`config.mk`:
```
export PLATFORM = sky130hd
export DESIGN_NAME = varint_event_stream_decoder
export DESIGN_NICKNAME = d
export VERILOG_FILES = /design/src/rtl/vesd_pkg.sv /design/src/rtl/vesd_core.sv /design/src/rtl/varint_event_stream_decoder.sv
export VERILOG_INCLUDE_DIRS = /design/src /design/src/rtl
export SDC_FILE = /design/constraint.sdc
export NUM_CORES = 1
export LEC_CHECK = 0
export ABC_AREA = 1
export BUFFER_PORTS_ARGS = -buffer_cell sky130_fd_sc_hd__buf_4
export CAP_MARGIN = 5
export CORE_MARGIN = 10
export CORE_UTILIZATION = 30
export DETAILED_ROUTE_END_ITERATION = 12
export GPL_ROUTABILITY_DRIVEN = 0
export GPL_TIMING_DRIVEN = 0
export PLACE_DENSITY = 0.44
export SKIP_CTS_REPAIR_TIMING = 1
export SKIP_LAST_GASP = 1
export SLEW_MARGIN = 20
export SYNTH_ARGS = -nofsm -noshare
export SYNTH_HDL_FRONTEND = slang
export SYNTH_SLANG_ARGS = --single-unit
export TNS_END_PERCENT = 100
```
`constraint.sdc`:
```
create_clock -name clk -period 4.9 [get_ports clk]
set_input_delay 0.245 -clock clk [delete_from_list [all_inputs] [get_ports clk]]
set_output_delay 0.245 -clock clk [all_outputs]
set_load 0.1 [all_outputs]
```
`src/rtl/varint_event_stream_decoder_defines.svh`:
```
// assertion macros used by vesd_core
`ifndef VARINT_EVENT_STREAM_DECODER_DEFINES_SVH
`define VARINT_EVENT_STREAM_DECODER_DEFINES_SVH

`ifndef SYNTHESIS

`define VESD_ASSERT_IMPL(label, cond_a, cond_c) \
  label: assert property (@(posedge clk) disable iff (rst) (cond_a) |-> (cond_c)) \
    else $error("vesd assertion failed");

`define VESD_ASSERT_NEXT(label, cond_a, cond_c) \
  label: assert property (@(posedge clk) disable iff (rst) (cond_a) |=> (cond_c)) \
    else $error("vesd assertion failed");

`else

`define VESD_ASSERT_IMPL(label, cond_a, cond_c)

`define VESD_ASSERT_NEXT(label, cond_a, cond_c)

`endif

`endif

```
`src/rtl/vesd_pkg.sv`:
```
`timescale 1ns / 1ps

package vesd_pkg;

  localparam int CMD_W      = 2;
  localparam int BYTE_W     = 8;
  localparam int TAIL_DUR_W = 45;
  localparam int LEVEL_W    = 4;
  localparam int OUT_TIME_W = 48;
  localparam int GROUP_W    = 7;
  localparam int CONT_BIT   = 7;
  localparam int IN_DATA_W  = 64;
  localparam int OUT_DATA_W = 112;

  localparam logic [CMD_W-1:0] CMD_DATA    = 2'd0;
  localparam logic [CMD_W-1:0] CMD_TAIL    = 2'd1;
  localparam logic [CMD_W-1:0] CMD_RESTART = 2'd2;

  typedef struct packed {
    logic [CMD_W-1:0]      cmd;
    logic [BYTE_W-1:0]     data_byte;
    logic [TAIL_DUR_W-1:0] tail_duration;
    logic [LEVEL_W-1:0]    tail_levels;
  } item_t;

  typedef struct packed {
    logic [OUT_TIME_W-1:0] start_time;
    logic [OUT_TIME_W-1:0] end_time;
    logic [LEVEL_W-1:0]    levels;
    logic [LEVEL_W-1:0]    prior_levels;
    logic                  nonempty;
    logic                  refused;
    logic                  overflow;
  } result_t;

endpackage

```
`src/rtl/vesd_core.sv`:
```
`timescale 1ns / 1ps
`include "varint_event_stream_decoder_defines.svh"

module vesd_core
  import vesd_pkg::*;
#(
  parameter int TIME_WIDTH = 48,
  parameter int MAX_GROUPS = 7
) (
  input  logic    clk,
  input  logic    rst,
  input  logic    advance,
  input  item_t   item,
  output logic    has_result,
  output result_t res
);

  localparam int WORD_W = GROUP_W * MAX_GROUPS;
  localparam int CNT_W  = $clog2(MAX_GROUPS + 1);

  logic [WORD_W-1:0]     word_accum;
  logic [CNT_W-1:0]      group_count;
  logic                  group_overflow;
  logic [TIME_WIDTH-1:0] last_end_time;
  logic [LEVEL_W-1:0]    last_levels;
  logic                  stream_closed;

  logic [WORD_W-1:0]     word_ins;
  logic                  group_full;
  logic                  is_data;
  logic                  is_tail;
  logic [TIME_WIDTH-1:0] duration;
  logic [TIME_WIDTH-1:0] end_calc;
  logic                  nonempty;
  logic [LEVEL_W-1:0]    new_levels;

  always_comb begin
    word_ins = word_accum;
    for (int g = 0; g < MAX_GROUPS; g++) begin
      if (group_count == CNT_W'(g)) begin
        word_ins[GROUP_W*g +: GROUP_W] = item.data_byte[GROUP_W-1:0];
      end
    end
  end

  assign group_full = (group_count == CNT_W'(MAX_GROUPS));
  assign is_data    = (item.cmd == CMD_DATA);
  assign is_tail    = (item.cmd == CMD_TAIL);
  assign duration   = is_tail ? TIME_WIDTH'(item.tail_duration)
                              : TIME_WIDTH'(word_ins >> LEVEL_W);
  assign end_calc   = last_end_time + duration;
  assign nonempty   = (last_end_time < end_calc);
  assign new_levels = is_tail ? item.tail_levels : word_ins[LEVEL_W-1:0];

  assign has_result = is_tail || (is_data && (stream_closed || !item.data_byte[CONT_BIT]));

  always_comb begin
    res.start_time   = OUT_TIME_W'(last_end_time);
    res.prior_levels = last_levels;
    if (stream_closed) begin
      res.end_time = OUT_TIME_W'(last_end_time);
      res.levels   = last_levels;
      res.nonempty = 1'b0;
      res.refused  = 1'b1;
      res.overflow = 1'b0;
    end else begin
      res.end_time = OUT_TIME_W'(end_calc);
      res.levels   = new_levels;
      res.nonempty = nonempty;
      res.refused  = 1'b0;
      res.overflow = is_data && (group_overflow || group_full);
    end
  end

  always_ff @(posedge clk) begin
    if (rst) begin
      word_accum     <= '0;
      group_count    <= '0;
      group_overflow <= 1'b0;
      last_end_time  <= '0;
      last_levels    <= '0;
      stream_closed  <= 1'b0;
    end else if (advance) begin
      case (item.cmd)
        CMD_RESTART: begin
          word_accum     <= '0;
          group_count    <= '0;
          group_overflow <= 1'b0;
          last_end_time  <= '0;
          last_levels    <= '0;
          stream_closed  <= 1'b0;
        end
        CMD_DATA: begin
          if (!stream_closed) begin
            if (item.data_byte[CONT_BIT]) begin
              word_accum <= word_ins;
              if (group_full) begin
                group_overflow <= 1'b1;
              end else begin
                group_count <= group_count + CNT_W'(1);
              end
            end else begin
              word_accum     <= '0;
              group_count    <= '0;
              group_overflow <= 1'b0;
              last_end_time  <= end_calc;
              last_levels    <= new_levels;
            end
          end
        end
        CMD_TAIL: begin
          if (!stream_closed) begin
            word_accum     <= '0;
            group_count    <= '0;
            group_overflow <= 1'b0;
            last_end_time  <= end_calc;
            last_levels    <= new_levels;
            stream_closed  <= nonempty;
          end
        end
        default: begin
        end
      endcase
    end
  end

  `VESD_ASSERT_IMPL(a_count_bound, 1'b1, group_count <= CNT_W'(MAX_GROUPS))
  `VESD_ASSERT_IMPL(a_closed_refuses,
                    advance && stream_closed && (is_data || is_tail),
                    has_result && res.refused)
  `VESD_ASSERT_NEXT(a_restart_clears,
                    advance && item.cmd == CMD_RESTART,
                    last_end_time == '0 && !stream_closed && group_count == '0)
  `VESD_ASSERT_NEXT(a_tail_closes,
                    advance && is_tail && !stream_closed && nonempty,
                    stream_closed)

endmodule

```
`src/rtl/varint_event_stream_decoder.sv`:
```
// channel  dir  signals                  content
// s        in   tvalid tready tdata tuser  one command with its byte or tail event
// m        out  tvalid tready tdata        one decoded event
//
// one item per cycle unless m_tready stalls a result; s to m via input then output register
// the input register absorbs one request while a result waits in the output register
// every word bit is decoded by one pass of shift-free group select, a time adder and compare
// rst is synchronous and clears the stream state to time zero and open
// continuation bytes on an open stream, restart and unused commands never wait on m_tready
`timescale 1ns / 1ps

module varint_event_stream_decoder
  import vesd_pkg::*;
#(
  parameter int TIME_WIDTH = 48,
  parameter int MAX_GROUPS = 7
) (
  input  logic                  clk,
  input  logic                  rst,
  input  logic                  s_tvalid,
  output logic                  s_tready,
  // data_byte[7:0], tail_duration[52:8], tail_levels[56:53], zero fill
  input  logic [IN_DATA_W-1:0]  s_tdata,
  // cmd[1:0]
  input  logic [CMD_W-1:0]      s_tuser,
  output logic                  m_tvalid,
  input  logic                  m_tready,
  // start_time[47:0], end_time[95:48], levels[99:96], prior_levels[103:100],
  // nonempty[104], refused[105], overflow[106], zero fill
  output logic [OUT_DATA_W-1:0] m_tdata
);

  logic    in_valid;
  item_t   in_item;
  logic    out_valid;
  result_t out_res;
  logic    advance;
  logic    has_result;
  result_t res;

  vesd_core #(
    .TIME_WIDTH(TIME_WIDTH),
    .MAX_GROUPS(MAX_GROUPS)
  ) u_core (
    .clk       (clk),
    .rst       (rst),
    .advance   (advance),
    .item      (in_item),
    .has_result(has_result),
    .res       (res)
  );

  assign advance  = in_valid && (!has_result || !out_valid || m_tready);
  assign s_tready = !in_valid || advance;

  always_ff @(posedge clk) begin
    if (rst) begin
      in_valid <= 1'b0;
    end else if (s_tready) begin
      in_valid <= s_tvalid;
    end
  end

  always_ff @(posedge clk) begin
    if (s_tready && s_tvalid) begin
      in_item.cmd           <= s_tuser;
      in_item.data_byte     <= s_tdata[7:0];
      in_item.tail_duration <= s_tdata[52:8];
      in_item.tail_levels   <= s_tdata[56:53];
    end
  end

  always_ff @(posedge clk) begin
    if (rst) begin
      out_valid <= 1'b0;
    end else if (advance && has_result) begin
      out_valid <= 1'b1;
    end else if (m_tready) begin
      out_valid <= 1'b0;
    end
  end

  always_ff @(posedge clk) begin
    if (advance && has_result) begin
      out_res <= res;
    end
  end

  assign m_tvalid = out_valid;
  assign m_tdata  = {5'b0, out_res.overflow, out_res.refused, out_res.nonempty,
                     out_res.prior_levels, out_res.levels, out_res.end_time,
                     out_res.start_time};

endmodule
```
==> metrics.md <==
| Metric | Value |
|---|---|
| Status | finished, violations left |
| Failing checks | hold timing |
| Total negative slack | 0 ns |
| Startpoint type of the worst setup path | register |
| CP most frequent cell | nand2_2 |
| CTS tree | done |
| Vias | roughly 12,000 |
| Row Count | 79 |
| Vias in the first global route | 11,277 |
| Area delta synth->final | 33.79% |
| P per Cell Area | between 300 and 400 nW/µm² |
| Worst Hold Class | in -> reg |
| H-tree levels | 1 |
| Layout cells sized above 1 | 0.2407 |
| Static Leak | about 7.8 nW |
| Count of final setup violators | 0 |
| Final net count | between 2,000 and 2,500 |
| Root Buffer | clkbuf_16 |
| Maximum resistive drop on vdd | ~0.17 mV |
| Max Fclk | 211.3 MHz |
| Cell count after placement | between 2,000 and 2,500 |
| Ys async rst share | 0 |
| Max Clock Skew | approximately 0.014 ns |
| Busiest grt layer | met2 |
| WL/cell | about 19 µm |
| Register area | around 7200 µm² |
| Met2 Use GR | 0.2578 |
| N_diodes | 0 |
| I/O Buffers | between 150 and 200 |
| Avg Cell Area, Syn | approximately 9 µm² |
| Via density per instance | roughly 4.8 |
| Clock sink total | around 270 |
| Synthesized flop and latch total | ~270 |
| GRT Total Usage | 0.1557 |
| Worst-path fanout max | 7 |
| Core area | about 47,000 µm² |
| Total CTS buffers | 31 |
| Routed Antenna Nets | 0 |
| GRT met3 Usage | 0.02754 |
| Total wire length | between 40 and 50 mm |
| CP Capture Type | register |
| Slew @ Worst Pin | 0.8895 ns |
| Die area | around 57,000 µm² |
| Pre-Repair DR Iteration Count | 5 |
| Critical path class | reg -> reg |
| Critical-path top delay cell | dfxtp_4 |
| Yosys warns | 0 |
| Clk_lat worst skew | 0.58 ns |
| Die Wd | roughly 240 µm |
| Fin. Hold Viols | 1 |
| Clk buf depth | 3 |
| Initial drt markers | approximately 730 |
| Utilization after layout | 0.4072 |
| Tightest hold margin | -0.003456 ns |
| Pin count of the biggest net entering global routing | just under 60 |
| Cell Count, Final, Fillers Out | 2,489 |
| Grt met1 use | 0.2062 |
| Number of synthesized flops with an enable pin | approximately 170 |
| Min cycle time layout | 4.732 ns |
| Initial antenna violation count | 1 |
| Clock transition at the registers of the reported paths | about 0.07 ns |
| Synth Flop Type | edfxtp_1 |
| Cell area after synthesis | 14,230 µm² |
| Tot Pwr | just under 0.006 W |
| Crit path required time | between 5 and 6 ns |
| Number of max-cap violations | 0 |
| First-pass GRT wire length | ~68 mm |
| HPWL Detailed | roughly 35 mm |
| Sequential share of the synthesized area | 0.5023 |
| Syn Inst Count | approximately 1,500 |
| DR DRC count | 0 |
| FILL cells | ~4,700 |
| Io pins | ~180 |
| Share of the cycle needed by the critical path after routing | 0.9658 |
| Max-slew violation count | 0 |
| Die Span Y | 237.8 µm |
| Initial Utilization | 0.3043 |
| CP Data Arrival Time | 5.03 ns |
| Slew HR | 0.4070 |
| Max incr delay on CP | 0.38 ns |
| Distinct cells, synth | between 50 and 60 |
| Area of the multi-input gates | 7131 µm² |
| Grt ovf | 0 |
-- state kept, by name, indices dropped and copies added (netlist names) --
register               cells
u_core.group_overflow      1
m_tdata                  107
u_core.last_levels         4
in_valid                   1
u_core.word_accum         49
u_core.stream_closed       1
in_item                   59
u_core.last_end_time      48
m_tvalid                   1
u_core.group_count         3
-- cells by family after synthesis --
kind of cell,Yosys count,share of synthesized area
buffers and inverters,160,0.04406
muxes,49,0.03447
xor gates and xnor gates,44,0.02814
and+or+nand+nor,571,0.1680
other,1,0.0002636
DFF,274,0.5023
adders and majority gates,99,0.08758
AOI/OAI and AO/OA,349,0.1352
-- synthesized netlist by cell type (7+ instances only) --
cell / n / share of area
nand2_1: 364 / 0.096
o21ai_0: 218 / 0.077
edfxtp_1: 166 / 0.35
nor2_1: 125 / 0.033
dfxtp_1: 108 / 0.15
ha_1: 98 / 0.086
inv_1: 96 / 0.025
a21oi_1: 71 / 0.025
mux2i_1: 49 / 0.034
clkbuf_1: 42 / 0.011
nand3_1: 28 / 0.0098
xor2_1: 24 / 0.015
xnor2_1: 18 / 0.011
nand2_2: 13 / 0.0057
a31oi_1: 12 / 0.0053
o21ai_1: 10 / 0.0035
nand2_4: 8 / 0.0063
inv_2: 7 / 0.0018
-- cell type report --
| type | instances | share of cell area |
|---|---|---|
| sequential | 274 | 0.3759 |
| multi-input combinational | 1117 | 0.3746 |
| timing repair buffer | 276 | 0.1188 |
| clock buffer | 41 | 0.04693 |
| tap | 607 | 0.03989 |
| inverter | 106 | 0.02169 |
| buffer | 52 | 0.01485 |
| clock inverter | 16 | 0.007361 |
-- cell usage in the layout (no fill, tap or decap), types with 58 or more instances in the layout --
cell,n
nand2_1,346
buf_4,220
o21ai_0,190
edfxtp_1,166
nor2_1,118
dfxtp_1,105
inv_1,90
ha_1,85
dlygate4sd3_1,60
a21oi_1,58
-- worst max-delay path, delay by kind of cell (launching register included) --
family / cells / cell delay, ns
fa+ha+maj: 3 / 0.74
mux: 1 / 0.22
flops: 1 / 0.38
simple gates: 18 / 1.92
compound gates: 5 / 0.83
buf+inv: 3 / 0.19
xor+xnor: 1 / 0.18
-- per-layer routing --
layer	vias up	part of all wire
met4	0	0.021
met1	5599	0.46
li1	5941	-
met5	-	0
met2	268	0.47
met3	53	0.053
-- report_power, final --
part           switching (W)  leakage, nW  internal (W)
Sequential         0.0000650         2.42       0.00254
Clock               0.000962        0.512       0.00138
Combinational       0.000599         4.83      0.000295
Total                0.00163         7.76       0.00421
-- final timing paths --
path                                      startpoint                            endpoint  slack [ns]  cells after the start
hold reg to reg   u_core.group_overflow$_SDFFE_PP0P_  u_core.group_overflow$_SDFFE_PP0P_        0.45                      2
setup reg to reg  u_core.group_count[1]$_SDFFE_PP0P_          m_tdata[104]$_SDFFCE_PP0P_        0.17                     31
hold / removal                              m_tready               m_tvalid$_SDFFE_PP0P_      -0.003                      4
setup / recovery  u_core.group_count[1]$_SDFFE_PP0P_          m_tdata[104]$_SDFFCE_PP0P_        0.17                     31
-- through the flow --
step	instance area (µm²)	worst slack, ns
after floorplan	14240	0.6739
after global placement	16290	-1.233
after detailed placement	16350	-1.234
after CTS	17380	-1.270
after global routing	19040	-0.04714
final	19040	0.1676
No activity file was read; power rests on OpenSTA's default activity.
